--- config.mk ---
export PLATFORM = sky130hd
export DESIGN_NAME = bit_unstuffer_top
export DESIGN_NICKNAME = d
export VERILOG_FILES = /design/src/hw/rtl/bu_pkg.sv /design/src/hw/rtl/bu_fifo.sv /design/src/hw/rtl/bu_front.sv /design/src/hw/rtl/bu_back.sv /design/src/hw/rtl/bit_unstuffer_top.sv
export SDC_FILE = /design/constraint.sdc
export NUM_CORES = 1
export LEC_CHECK = 0
export BUFFER_PORTS_ARGS = -buffer_cell sky130_fd_sc_hd__buf_2
export CAP_MARGIN = 20
export CORE_UTILIZATION = 55
export DETAILED_ROUTE_END_ITERATION = 10
export GPL_TIMING_DRIVEN = 0
export HOLD_SLACK_MARGIN = 0.1
export PLACE_DENSITY = 0.82
export SYNTH_ARGS = -nofsm -noshare
export SYNTH_HDL_FRONTEND = slang
export SYNTH_SLANG_ARGS = --single-unit
--- constraint.sdc ---
create_clock -name aclk -period 15.9 [get_ports aclk]
set_input_delay 2.385 -clock aclk [delete_from_list [all_inputs] [get_ports aclk]]
set_output_delay 2.385 -clock aclk [all_outputs]
set_load 0.02 [all_outputs]
--- src/hw/rtl/bu_pkg.sv ---
// bu_pkg: shared types and codes for the bit unstuffer
// no dependencies; used by every module of the block
`default_nettype none

package bu_pkg;

    // result kinds
    localparam logic [1:0] KIND_HEADER  = 2'd0;
    localparam logic [1:0] KIND_ELEMENT = 2'd1;
    localparam logic [1:0] KIND_ERROR   = 2'd2;

    // error codes
    localparam logic [1:0] ERR_NONE       = 2'd0;
    localparam logic [1:0] ERR_COUNT_SIZE = 2'd1;
    localparam logic [1:0] ERR_WIDTH      = 2'd2;

    // queue job codes
    localparam logic [1:0] OP_HEADER = 2'd0;
    localparam logic [1:0] OP_ERROR  = 2'd1;
    localparam logic [1:0] OP_WORD   = 2'd2;

    localparam int FIFO_AW    = 2;
    localparam int FIFO_DEPTH = 1 << FIFO_AW;

    localparam int BYTES_W = 34;

    // one job from the front to the back; data is the count or a data word
    typedef struct packed {
        logic [1:0]  op;
        logic [31:0] data;
        logic [4:0]  width;
        logic [1:0]  err;
        logic        last;
    } job_t;

endpackage

`default_nettype wire

--- src/hw/rtl/bu_fifo.sv ---
// bu_fifo: short job queue between the front and the back
// depends on bu_pkg
`default_nettype none

module bu_fifo (
    input  wire              aclk,
    input  wire              aresetn,
    input  wire              wr_en,
    input  bu_pkg::job_t     wr_data,
    output logic             full,
    input  wire              rd_en,
    output bu_pkg::job_t     rd_data,
    output logic             empty
);

    bu_pkg::job_t                 mem_reg [bu_pkg::FIFO_DEPTH];
    logic [bu_pkg::FIFO_AW-1:0]   wr_ptr_reg, wr_ptr_next;
    logic [bu_pkg::FIFO_AW-1:0]   rd_ptr_reg, rd_ptr_next;
    logic [bu_pkg::FIFO_AW:0]     count_reg, count_next;

    assign full    = (count_reg == (bu_pkg::FIFO_AW+1)'(bu_pkg::FIFO_DEPTH));
    assign empty   = (count_reg == '0);
    assign rd_data = mem_reg[rd_ptr_reg];

    always_comb begin
        wr_ptr_next = wr_ptr_reg + (bu_pkg::FIFO_AW)'(wr_en);
        rd_ptr_next = rd_ptr_reg + (bu_pkg::FIFO_AW)'(rd_en);
        count_next  = count_reg + (bu_pkg::FIFO_AW+1)'(wr_en)
                      - (bu_pkg::FIFO_AW+1)'(rd_en);
    end

    always_ff @(posedge aclk) begin
        if (!aresetn) begin
            wr_ptr_reg <= '0;
            rd_ptr_reg <= '0;
            count_reg  <= '0;
        end else begin
            wr_ptr_reg <= wr_ptr_next;
            rd_ptr_reg <= rd_ptr_next;
            count_reg  <= count_next;
        end
    end

    always_ff @(posedge aclk) begin
        if (wr_en) begin
            mem_reg[wr_ptr_reg] <= wr_data;
        end
    end

    a_no_overflow: assert property (@(posedge aclk) disable iff (!aresetn)
        !(wr_en && full))
        else $error("job queue written while full");

    a_no_underflow: assert property (@(posedge aclk) disable iff (!aresetn)
        !(rd_en && empty))
        else $error("job queue read while empty");

endmodule

`default_nettype wire

--- src/hw/rtl/bu_front.sv ---
// bu_front: takes bytes, parses header and count, assembles data words
// depends on bu_pkg; pushes jobs into bu_fifo
`default_nettype none

module bu_front (
    input  wire                 aclk,
    input  wire                 aresetn,
    input  wire                 s_valid,
    output logic                s_ready,
    input  wire  [7:0]          s_data_byte,
    input  wire                 q_full,
    output logic                q_push,
    output bu_pkg::job_t        q_job
);

    localparam logic [1:0] PH_HEADER    = 2'd0;
    localparam logic [1:0] PH_COUNT     = 2'd1;
    localparam logic [1:0] PH_DATA      = 2'd2;
    localparam logic [1:0] PH_COUNT_BAD = 2'd3;

    logic [1:0]                  phase_reg, phase_next;
    logic [2:0]                  cnt_left_reg, cnt_left_next;
    logic [31:0]                 accum_reg, accum_next;
    logic [4:0]                  width_reg, width_next;
    logic [1:0]                  biw_reg, biw_next;
    logic [bu_pkg::BYTES_W-1:0]  bytes_left_reg, bytes_left_next;
    logic [31:0]                 word_reg, word_next;

    logic        accept;
    logic [31:0] lane;
    logic [36:0] bits;
    logic [31:0] full_word;
    logic [31:0] aligned;
    logic [1:0]  biw_inc;

    assign s_ready = !q_full;
    assign accept  = s_valid && s_ready;
    assign lane    = {24'd0, s_data_byte} << {biw_reg, 3'b000};
    assign bits    = 37'(accum_reg | lane) * 37'(width_reg) + 37'd7;
    assign full_word = word_reg | lane;
    assign biw_inc = biw_reg + 2'd1;

    // last partial word goes to the top bytes
    always_comb begin
        case (biw_inc)
            2'd1:    aligned = full_word << 24;
            2'd2:    aligned = full_word << 16;
            2'd3:    aligned = full_word << 8;
            default: aligned = full_word;
        endcase
    end

    always_comb begin
        phase_next      = phase_reg;
        cnt_left_next   = cnt_left_reg;
        accum_next      = accum_reg;
        width_next      = width_reg;
        biw_next        = biw_reg;
        bytes_left_next = bytes_left_reg;
        word_next       = word_reg;
        q_push          = 1'b0;
        q_job.op        = bu_pkg::OP_HEADER;
        q_job.data      = accum_reg | lane;
        q_job.width     = width_reg;
        q_job.err       = bu_pkg::ERR_NONE;
        q_job.last      = 1'b1;

        if (accept) begin
            case (phase_reg)
                PH_HEADER: begin
                    if (s_data_byte[7:6] == 2'd3) begin
                        q_push    = 1'b1;
                        q_job.op  = bu_pkg::OP_ERROR;
                        q_job.err = bu_pkg::ERR_COUNT_SIZE;
                    end else begin
                        case (s_data_byte[7:6])
                            2'd0:    cnt_left_next = 3'd4;
                            2'd1:    cnt_left_next = 3'd2;
                            default: cnt_left_next = 3'd1;
                        endcase
                        accum_next = '0;
                        biw_next   = '0;
                        if (s_data_byte[5]) begin
                            width_next = '0;
                            phase_next = PH_COUNT_BAD;
                        end else begin
                            width_next = s_data_byte[4:0];
                            phase_next = PH_COUNT;
                        end
                    end
                end
                PH_COUNT, PH_COUNT_BAD: begin
                    accum_next    = accum_reg | lane;
                    biw_next      = biw_reg + 2'd1;
                    cnt_left_next = cnt_left_reg - 3'd1;
                    if (cnt_left_next == 3'd0) begin
                        biw_next   = '0;
                        phase_next = PH_HEADER;
                        q_push     = 1'b1;
                        if (phase_reg == PH_COUNT_BAD) begin
                            q_job.op  = bu_pkg::OP_ERROR;
                            q_job.err = bu_pkg::ERR_WIDTH;
                        end else if (accum_next == '0 || width_reg == '0) begin
                            q_job.op = bu_pkg::OP_HEADER;
                        end else begin
                            q_job.op        = bu_pkg::OP_HEADER;
                            q_job.last      = 1'b0;
                            bytes_left_next = bits[36:3];
                            word_next       = '0;
                            phase_next      = PH_DATA;
                        end
                    end
                end
                PH_DATA: begin
                    word_next       = full_word;
                    biw_next        = biw_inc;
                    bytes_left_next = bytes_left_reg - (bu_pkg::BYTES_W)'(1);
                    if (biw_next == 2'd0 || bytes_left_next == '0) begin
                        q_push     = 1'b1;
                        q_job.op   = bu_pkg::OP_WORD;
                        q_job.data = aligned;
                        q_job.last = 1'b0;
                        word_next  = '0;
                        biw_next   = '0;
                        if (bytes_left_next == '0) begin
                            phase_next = PH_HEADER;
                        end
                    end
                end
                default: phase_next = PH_HEADER;
            endcase
        end
    end

    always_ff @(posedge aclk) begin
        if (!aresetn) begin
            phase_reg      <= PH_HEADER;
            cnt_left_reg   <= '0;
            accum_reg      <= '0;
            width_reg      <= '0;
            biw_reg        <= '0;
            bytes_left_reg <= '0;
            word_reg       <= '0;
        end else begin
            phase_reg      <= phase_next;
            cnt_left_reg   <= cnt_left_next;
            accum_reg      <= accum_next;
            width_reg      <= width_next;
            biw_reg        <= biw_next;
            bytes_left_reg <= bytes_left_next;
            word_reg       <= word_next;
        end
    end

endmodule

`default_nettype wire

--- src/hw/rtl/bu_back.sv ---
// bu_back: pops jobs, emits header and error results, unpacks words
// depends on bu_pkg; drives the result register of the block
`default_nettype none

module bu_back (
    input  wire                 aclk,
    input  wire                 aresetn,
    input  wire                 q_empty,
    input  bu_pkg::job_t        q_job,
    output logic                q_pop,
    output logic                m_valid,
    input  wire                 m_ready,
    output logic [1:0]          m_kind,
    output logic [30:0]         m_element_value,
    output logic [31:0]         m_element_count,
    output logic [4:0]          m_bit_width,
    output logic [1:0]          m_error_code,
    output logic                m_last
);

    logic        act_reg, act_next;
    logic [62:0] buf_reg, buf_next;
    logic [5:0]  avail_reg, avail_next;
    logic [31:0] left_reg, left_next;
    logic [4:0]  wid_reg, wid_next;

    logic        valid_reg, valid_next;
    logic [1:0]  kind_reg, kind_next;
    logic [30:0] value_reg, value_next;
    logic [31:0] count_reg, count_next;
    logic [4:0]  bw_reg, bw_next;
    logic [1:0]  err_reg, err_next;
    logic        last_reg, last_next;

    logic        out_free;
    logic        can_emit;
    logic [5:0]  wid6;
    logic [5:0]  avail_rem;
    logic [62:0] shifted;
    logic [31:0] mask;

    assign out_free  = !valid_reg || m_ready;
    assign wid6      = {1'b0, wid_reg};
    assign can_emit  = act_reg && (left_reg != '0) && (avail_reg >= wid6);
    assign avail_rem = avail_reg - wid6;
    assign shifted   = buf_reg >> avail_rem;
    assign mask      = (32'd1 << wid_reg) - 32'd1;
    assign q_pop     = !act_reg && !q_empty
                       && (q_job.op == bu_pkg::OP_WORD || out_free);

    always_comb begin
        act_next   = act_reg;
        buf_next   = buf_reg;
        avail_next = avail_reg;
        left_next  = left_reg;
        wid_next   = wid_reg;
        valid_next = valid_reg && !m_ready;
        kind_next  = kind_reg;
        value_next = value_reg;
        count_next = count_reg;
        bw_next    = bw_reg;
        err_next   = err_reg;
        last_next  = last_reg;

        if (act_reg) begin
            if (!can_emit) begin
                act_next = 1'b0;
            end else if (out_free) begin
                valid_next = 1'b1;
                kind_next  = bu_pkg::KIND_ELEMENT;
                value_next = shifted[30:0] & mask[30:0];
                count_next = '0;
                bw_next    = '0;
                err_next   = bu_pkg::ERR_NONE;
                last_next  = (left_reg == 32'd1);
                left_next  = left_reg - 32'd1;
                avail_next = avail_rem;
                // word is spent once the last element goes out or the next element no longer fits
                if (left_reg == 32'd1 || avail_rem < wid6) begin
                    act_next = 1'b0;
                end
            end
        end else if (q_pop) begin
            case (q_job.op)
                bu_pkg::OP_WORD: begin
                    // carry bits above avail are never read
                    buf_next   = {buf_reg[30:0], q_job.data};
                    avail_next = avail_reg + 6'd32;
                    act_next   = 1'b1;
                end
                bu_pkg::OP_HEADER: begin
                    valid_next = 1'b1;
                    kind_next  = bu_pkg::KIND_HEADER;
                    value_next = '0;
                    count_next = q_job.data;
                    bw_next    = q_job.width;
                    err_next   = bu_pkg::ERR_NONE;
                    last_next  = q_job.last;
                    left_next  = q_job.data;
                    wid_next   = q_job.width;
                    avail_next = '0;
                end
                bu_pkg::OP_ERROR: begin
                    valid_next = 1'b1;
                    kind_next  = bu_pkg::KIND_ERROR;
                    value_next = '0;
                    count_next = '0;
                    bw_next    = '0;
                    err_next   = q_job.err;
                    last_next  = 1'b1;
                end
                default: act_next = 1'b0;
            endcase
        end
    end

    always_ff @(posedge aclk) begin
        if (!aresetn) begin
            act_reg   <= 1'b0;
            avail_reg <= '0;
            left_reg  <= '0;
            wid_reg   <= '0;
            valid_reg <= 1'b0;
        end else begin
            act_reg   <= act_next;
            avail_reg <= avail_next;
            left_reg  <= left_next;
            wid_reg   <= wid_next;
            valid_reg <= valid_next;
        end
    end

    always_ff @(posedge aclk) begin
        buf_reg   <= buf_next;
        kind_reg  <= kind_next;
        value_reg <= value_next;
        count_reg <= count_next;
        bw_reg    <= bw_next;
        err_reg   <= err_next;
        last_reg  <= last_next;
    end

    assign m_valid         = valid_reg;
    assign m_kind          = kind_reg;
    assign m_element_value = value_reg;
    assign m_element_count = count_reg;
    assign m_bit_width     = bw_reg;
    assign m_error_code    = err_reg;
    assign m_last          = last_reg;

    a_word_has_work: assert property (@(posedge aclk) disable iff (!aresetn)
        (q_pop && q_job.op == bu_pkg::OP_WORD) |-> (left_reg != '0 && wid_reg != '0))
        else $error("data word arrived with no elements outstanding");

    // leftover bits after the final element are dropped at the next header
    a_carry_short: assert property (@(posedge aclk) disable iff (!aresetn)
        (!act_reg && left_reg != '0) |-> (avail_reg < 6'd31))
        else $error("carry longer than an element between words");

    a_element_fits: assert property (@(posedge aclk) disable iff (!aresetn)
        (valid_reg && kind_reg == bu_pkg::KIND_ELEMENT && $rose(valid_reg))
        |-> ((value_reg & ~mask[30:0]) == '0))
        else $error("element value wider than its width");

endmodule

`default_nettype wire

--- src/hw/rtl/bit_unstuffer_top.sv ---
// bit_unstuffer_top: top level of the bit unstuffer
// depends on bu_pkg, bu_front, bu_fifo, bu_back
`default_nettype none

// Takes one byte per cycle whenever the four-entry job queue has room. A
// header byte and its one, two or four count bytes give one header or error
// result (a header byte with count size code 3 alone gives an error); data
// bytes are packed into 32-bit words, each word queued as one job. The
// unpacking unit in the back loads a word and then releases one element per
// cycle while the output register is free; from about 11-bit elements up the
// byte input side sets the pace. Results sit in an output register, so the
// next item is taken while a result waits.

module bit_unstuffer_top (
    input  wire         aclk,
    input  wire         aresetn,
    input  wire         s_valid,
    output logic        s_ready,
    input  wire  [7:0]  s_data_byte,
    output logic        m_valid,
    input  wire         m_ready,
    output logic [1:0]  m_kind,
    output logic [30:0] m_element_value,
    output logic [31:0] m_element_count,
    output logic [4:0]  m_bit_width,
    output logic [1:0]  m_error_code,
    output logic        m_last
);

    bu_pkg::job_t push_job;
    bu_pkg::job_t pop_job;
    logic         push;
    logic         pop;
    logic         q_full;
    logic         q_empty;

    bu_front u_front (
        .aclk        (aclk),
        .aresetn     (aresetn),
        .s_valid     (s_valid),
        .s_ready     (s_ready),
        .s_data_byte (s_data_byte),
        .q_full      (q_full),
        .q_push      (push),
        .q_job       (push_job)
    );

    bu_fifo u_fifo (
        .aclk    (aclk),
        .aresetn (aresetn),
        .wr_en   (push),
        .wr_data (push_job),
        .full    (q_full),
        .rd_en   (pop),
        .rd_data (pop_job),
        .empty   (q_empty)
    );

    bu_back u_back (
        .aclk            (aclk),
        .aresetn         (aresetn),
        .q_empty         (q_empty),
        .q_job           (pop_job),
        .q_pop           (pop),
        .m_valid         (m_valid),
        .m_ready         (m_ready),
        .m_kind          (m_kind),
        .m_element_value (m_element_value),
        .m_element_count (m_element_count),
        .m_bit_width     (m_bit_width),
        .m_error_code    (m_error_code),
        .m_last          (m_last)
    );

endmodule

`default_nettype wire
==> results.md, run 1 <==
- Status: complete, no violations
- Initial antenna violation count: 1
- Io pins: 87
- Synth cell types: 79
- Die height: between 200 and 250 um
- Synth Instances: 3068
- Final setup viols: 0
- Sequential area share after synthesis: 0.414
- Skew final: 0.0409 ns
- CTS max path bufs: 3
- Post-synthesis average cell area: between 9 and 10 um^2
- Synth top cells by count: edfxtp_1 (304), nor2_1 (300), nand2_1 (242), a21oi_1 (225), inv_1 (185)
- Yosys warns: 0
- Hpwl dp: 69100 um
- Number of global-route vias before repair: 24642
- Die ar.: 0.0553 mm^2
- Reg2Reg Setup Slack: a little under 9 ns
- Crit Path Class: in -> reg
- Worst-path clk slew: 0.07 ns
- Crit path time final: ~8.1 ns
- Cts hold-fix bufs: 0
- Mapped cell area: 0.0299 mm^2
- Setup repair after global routing missed its margin: false
- Number of synthesized flops with an enable pin: 304
- Synth top area share: 0.305
- CTS resizes: 0
- Initial Util: 0.557
- Synth async-reset ratio: 0
- Initial DRT Pass Iterations: 6
- Reg2reg start: u_front.biw_reg[0]$_SDFFE_PN0P_
- Via count: 25954
- Fmax: 0.124 GHz
- Largest register FFs: 168
- Crit path to: u_front.bytes_left_reg[30]$_SDFFE_PN0P_
- Area Overhead vs Synth: 11.2%
- Hold/Removal Path Class: reg -> reg
- Worst endpoint required time: about 16 ns
- Worst path cell trace: buf_2 -> clkbuf_1 -> a21oi_1 -> nor2b_1 -> fa_1 -> fa_1 -> inv_1 -> fa_1 -> inv_1 -> ha_1 -> a21o_1 -> a21o_1 -> a2111o_1 -> a31oi_1 -> a21boi_0 -> o31a_1 -> a31oi_1 -> or3_1 -> a41o_1
- Crit path buf inv count: 4
- PortBufs: 83
- Filler Cells Inserted: about 4300
- Crit path from: s_data_byte[2]
- CP most frequent cell: fa_1
- Slowest stage delay, CP: 0.94 ns
- Min Hold Slack: 0.456 ns
- Levels on crit path: 19
- R2R depth: 21
- Most frequent cell after synthesis: edfxtp_1
- Period utilization: 0.507
- CP top delay family: compound AO/OA/AOI/OAI gates
- Area occupied by multi-input gates: ~0.016 mm^2
- Share of cells above drive strength 1: 0.0984
- Worst-Skew Late Latency: approximately 0.62 ns
- Drt wl/cell: about 23 um
- TritonCTS Buffers: just under 50
- Clk root buf: clkbuf_16
- Slowest cell on the critical path: a21oi_1
- GP Congestion: 1.03
- Max-slew violations: 0
- Power Density: 204 mW/mm^2
- Setup Buffers After CTS: 0
- Leading area contributor after synthesis: edfxtp_1
- Die width: 235 um
- Leak: 0.0128 uW
- Global route overflow: 0
- Remaining antenna violation count after routing: 0
- Max transition margin: 0.187
- Reg area: 0.0124 mm^2
- Crit end category: flop
- Top_reg_cell synth: edfxtp_1
- CTS tree: built
- H-tree depth: 2
- First-pass GRT wire length: 142000 um
- Vias per cell: 6.56
- Fin. Hold Viols: 0
- DRC: 0
- Crit path DAT: 8.57 ns
- FP Rows: 85
- CP Launch Type: input pin
- Clock sink count: 466
- Fin nets: 3422
- Total global-route track usage: 0.331
- WL final: 92900 um
- Setup_tns: 0 ns
- Max_cap viols: 0
- Peak VDD IR: 133 uV
- Largest net degree at the start of global routing: 37
- Max FO, Critical Path: 10
- Worst-Margin Slew: 1.22 ns
- Top post-synthesis cells by area: edfxtp_1 (31%), dfxtp_1 (11%), fa_1 (6.4%), mux4_2 (5.5%), ha_1 (4.0%)
- DR iter-0 viols: 3984
- Yosys reg bits: 466
- R2r endpoint: u_front.bytes_left_reg[30]$_SDFFE_PN0P_
- CORE AREA: 0.0537 mm^2
- Syn Nets: approximately 3300
[cell type report]
| cell class | count | area share |
|---|---|---|
| Tap cell | 696 | 0.0262 |
| Sequential cell | 466 | 0.372 |
| Buffer | 211 | 0.0252 |
| Clock inverter | 35 | 0.0138 |
| Antenna cell | 1 | 0.0000753 |
| Multi-Input combinational cell | 2202 | 0.482 |
| Inverter | 189 | 0.0213 |
| Clock buffer | 57 | 0.0396 |
| Timing Repair Buffer | 101 | 0.0194 |
[where the power goes]
group          internal [uW]  switching [uW]
clock                    735             522
sequential              1650             177
combinational           1190            2510
[metal layers]
| metal | global-route usage | up-vias | part of all wire |
|---|---|---|---|
| met5 | 0 | - | 0.00016 |
| met4 | 0.163 | 2 | 0.054 |
| met3 | 0.0694 | 362 | 0.12 |
| met2 | 0.523 | 1795 | 0.45 |
| met1 | 0.434 | 12356 | 0.37 |
| li1 | - | 11439 | - |
[cells in the final DEF, fill, tap and decap left out, types with 13 or more instances in the layout]
| master | n |
|---|---|
| a211oi_1 | 55 |
| a21o_1 | 50 |
| a21oi_1 | 225 |
| a22oi_1 | 21 |
| a31oi_1 | 49 |
| and2_1 | 65 |
| and3_1 | 29 |
| buf_1 | 20 |
| buf_2 | 91 |
| buf_6 | 14 |
| clkbuf_1 | 181 |
| clkbuf_16 | 50 |
| dfxtp_1 | 162 |
| edfxtp_1 | 304 |
| fa_1 | 95 |
| ha_1 | 95 |
| inv_1 | 185 |
| mux2_2 | 13 |
| mux2i_1 | 64 |
| mux4_2 | 73 |
| nand2_1 | 242 |
| nand2b_1 | 18 |
| nand3_1 | 31 |
| nand4_1 | 23 |
| nor2_1 | 298 |
| nor2b_1 | 157 |
| nor3_1 | 74 |
| nor4_1 | 30 |
| o211ai_1 | 15 |
| o21a_1 | 20 |
| o21ai_0 | 169 |
| o221ai_1 | 20 |
| o22ai_1 | 26 |
| or3_1 | 14 |
| or4_1 | 17 |
| xnor2_1 | 23 |
| xor2_1 | 21 |
[per-stage QoR]
step | worst slack (ns) | cell area, um^2 | power (uW) | std cells | utilization
after global placement | 4.99 | 31200 | 5330 | 3847 | 0.580
after CTS | 8.05 | 33200 | 6630 | 3956 | 0.619
after floorplan | 7.66 | 29900 | 4230 | 3068 | -
after detailed placement | 7.42 | 31400 | 5360 | 3864 | 0.586
final | 7.83 | 33200 | 6780 | 3958 | 0.619
after global routing | 7.62 | 33200 | 7050 | 3957 | 0.619
[worst min-delay path by stage]
stage / startpoint / endpoint / slack [ns] / depth (start not counted)
finish: u_back.act_reg$_SDFF_PN0_ / u_back.m_kind[0]$_SDFFCE_PP1P_ / 0.46 / 0
global route: u_back.act_reg$_SDFF_PN0_ / u_back.m_kind[0]$_SDFFCE_PP1P_ / 0.46 / 0
CTS: u_back.buf_reg[0]$_DFFE_PP_ / u_back.buf_reg[32]$_DFFE_PP_ / 0.45 / 0
detailed placement: u_back.act_reg$_SDFF_PN0_ / u_back.m_kind[0]$_SDFFCE_PP1P_ / 0.42 / 0
global placement: u_back.act_reg$_SDFF_PN0_ / u_back.m_kind[0]$_SDFFCE_PP1P_ / 0.41 / 0
floorplan: u_back.act_reg$_SDFF_PN0_ / u_back.m_kind[0]$_SDFFCE_PP1P_ / 0.41 / 0
[logic make-up after synthesis]
logic type | Yosys count | share of synthesized area
fa+ha+maj | 190 | 0.103
flops | 466 | 0.414
buf+inv | 400 | 0.0518
mux | 150 | 0.0813
simple gates | 1052 | 0.175
xor+xnor | 44 | 0.0129
compound gates | 766 | 0.162
Note: power is estimated with default switching activity, not from simulation.
==> inputs of run 2 (changes only) <==
clock period = 7.7 ns   (was 15.9 ns; I/O delays follow)
==> results.md, run 2 (same netlist as run 1, synthesis figures left out) <==
- CTS tree: built
- Max FO, Critical Path: 10
- First-pass GRT wire length: roughly 140000 um
- DRC: 0
- GP Congestion: 1.04
- Max transition margin: 0.222
- CTS max path bufs: 3
- Leak: approximately 0.013 uW
- Via count: 25998
- Io pins: 87
- Setup_tns: 0 ns
- Die ar.: roughly 0.055 mm^2
- Clk root buf: clkbuf_16
- Final instance area: approximately 0.033 mm^2
- Fmax: roughly 0.14 GHz
- Reg area: 0.0124 mm^2
- Peak VDD IR: 304 uV
- TritonCTS Buffers: 49
- Worst-Margin Slew: 1.17 ns
- H-tree depth: 2
- Skew final: 0.0433 ns
- Cts hold-fix bufs: 0
- Share of cells above drive strength 1: 0.0975
- Crit path time final: slightly above 7 ns
- Initial Util: 0.557
- Status: complete, no violations
- Fin. Hold Viols: 0
- Die width: 235 um
- Most common cell after layout, fill and taps aside: edfxtp_1
- Power Density: approximately 420 mW/mm^2
- Max-slew violations: 0
- CTS resizes: 0
- Placed Area: 0.0315 mm^2
- Worst-path clk slew: 0.06 ns
- Hpwl dp: slightly below 70000 um
- Drt wl/cell: 23.4 um
- Global route overflow: 0
- Final setup viols: 0
- CP Launch Type: flop
- Filler Cells Inserted: 4301
- Area Overhead vs Synth: 10.8%
- DR iter-0 viols: 4005
- Crit path DAT: 7.52 ns
- Clock sink count: around 470
- Hold/Removal Path Class: reg -> reg
- WL final: approximately 90000 um
- Worst-Skew Late Latency: 0.62 ns
- Commonest cells after routing, fill and taps aside: edfxtp_1 (304), nor2_1 (298), nand2_1 (242)
- Setup repair after global routing missed its margin: false
- Crit end category: flop
- Crit Path Class: reg -> reg
- PortBufs: 83
- Fin nets: 3422
- Worst endpoint required time: 8.18 ns
- Initial DRT Pass Iterations: 7
- Vias per cell: 6.57
- CORE AREA: 0.0537 mm^2
- Remaining antenna violation count after routing: 0
- Max_cap viols: 0
- Largest net degree at the start of global routing: 36
- FP Rows: 85
- Number of global-route vias before repair: 24862
- # diodes: 0
- Area occupied by multi-input gates: 0.0160 mm^2
- Largest register FFs: 168
- Setup Buffers After CTS: 0
- Total global-route track usage: 0.333
- Period utilization: 0.915
- Initial antenna violation count: 0
- Die height: 235 um
==> run 2: cell types whose count changed in the layout (fill, tap and decap cells not counted) <==
| cell | delta |
|---|---|
| clkinv_1 | -4 |
| inv_6 | -1 |
| clkbuf_16 | -1 |
| buf_8 | +1 |
| diode_2 | -1 |
| clkbuf_8 | +2 |
| clkinv_4 | -1 |
| inv_16 | -1 |
| bufinv_16 | -4 |
| buf_4 | -1 |
| clkbuf_1 | +6 |
| clkinvlp_4 | +3 |
==> run 2: critical path: stages (launching register included) <==
cell and delay [ns]:
dfxtp_1 0.41, clkbuf_1 0.35, nor2b_1 0.09, clkbuf_1 0.20, clkbuf_1 0.27, a21oi_1 0.94, nor2b_1 0.17, fa_1 0.54
fa_1 0.54, inv_1 0.06, fa_1 0.52, inv_1 0.04, ha_1 0.38, a21oi_1 0.35, o211ai_1 0.19, a41oi_1 0.32
o221ai_1 0.25, o41a_1 0.42, a31oi_1 0.21, mux2_2 0.35, a221oi_1 0.21, o21ai_0 0.11
==> run 2: layer usage <==
| layer | share of wire | vias to the layer above | global-route usage |
|---|---|---|---|
| met5 | 0 | - | 0 |
| met4 | 0.062 | 0 | 0.186 |
| met3 | 0.11 | 370 | 0.0646 |
| met2 | 0.45 | 1753 | 0.526 |
| met1 | 0.37 | 12435 | 0.433 |
| li1 | - | 11440 | - |
==> run 2: stage by stage <==
| stage | cells | worst slack (ns) | util | total power, uW | hold WS [ns] |
|---|---|---|---|---|---|
| finish | 3956 | 0.656 | 0.617 | 13900 | 0.428 |
| global route | 3956 | 0.406 | 0.617 | 14400 | 0.448 |
| CTS | 3955 | 0.819 | 0.616 | 13600 | 0.428 |
| detailed placement | 3864 | 0.360 | 0.586 | 11100 | 0.415 |
| global placement | 3847 | -1.82 | 0.580 | 11000 | 0.419 |
| floorplan | 3068 | 0.290 | - | 8720 | 0.406 |
==> run 2: final timing paths <==
path / from / endpoint / slack (ns) / cells after the start
setup reg to reg: u_front.biw_reg[1]$_SDFFE_PN0P_ / u_front.bytes_left_reg[25]$_SDFFE_PN0P_ / 0.66 / 21
hold / removal: u_back.act_reg$_SDFF_PN0_ / u_back.m_kind[0]$_SDFFCE_PP1P_ / 0.43 / 0
setup / recovery: u_front.biw_reg[1]$_SDFFE_PN0P_ / u_front.bytes_left_reg[25]$_SDFFE_PN0P_ / 0.66 / 21
hold reg to reg: u_back.act_reg$_SDFF_PN0_ / u_back.m_kind[0]$_SDFFCE_PP1P_ / 0.43 / 0
==> run 2: power breakdown <==
group	switching (uW)	internal, uW	total, uW
Clock	1050	1380	2430
Combinational	5180	2460	7640
Sequential	367	3420	3780
==> run 2: area by class of cell <==
| cell class | count | area share |
|---|---|---|
| sequential | 466 | 0.374 |
| multi-input combinational | 2202 | 0.484 |
| tap | 696 | 0.0263 |
| clock inverter | 27 | 0.00929 |
| timing repair buffer | 101 | 0.0196 |
| buffer | 211 | 0.0253 |
| inverter | 189 | 0.0214 |
| clock buffer | 64 | 0.0405 |
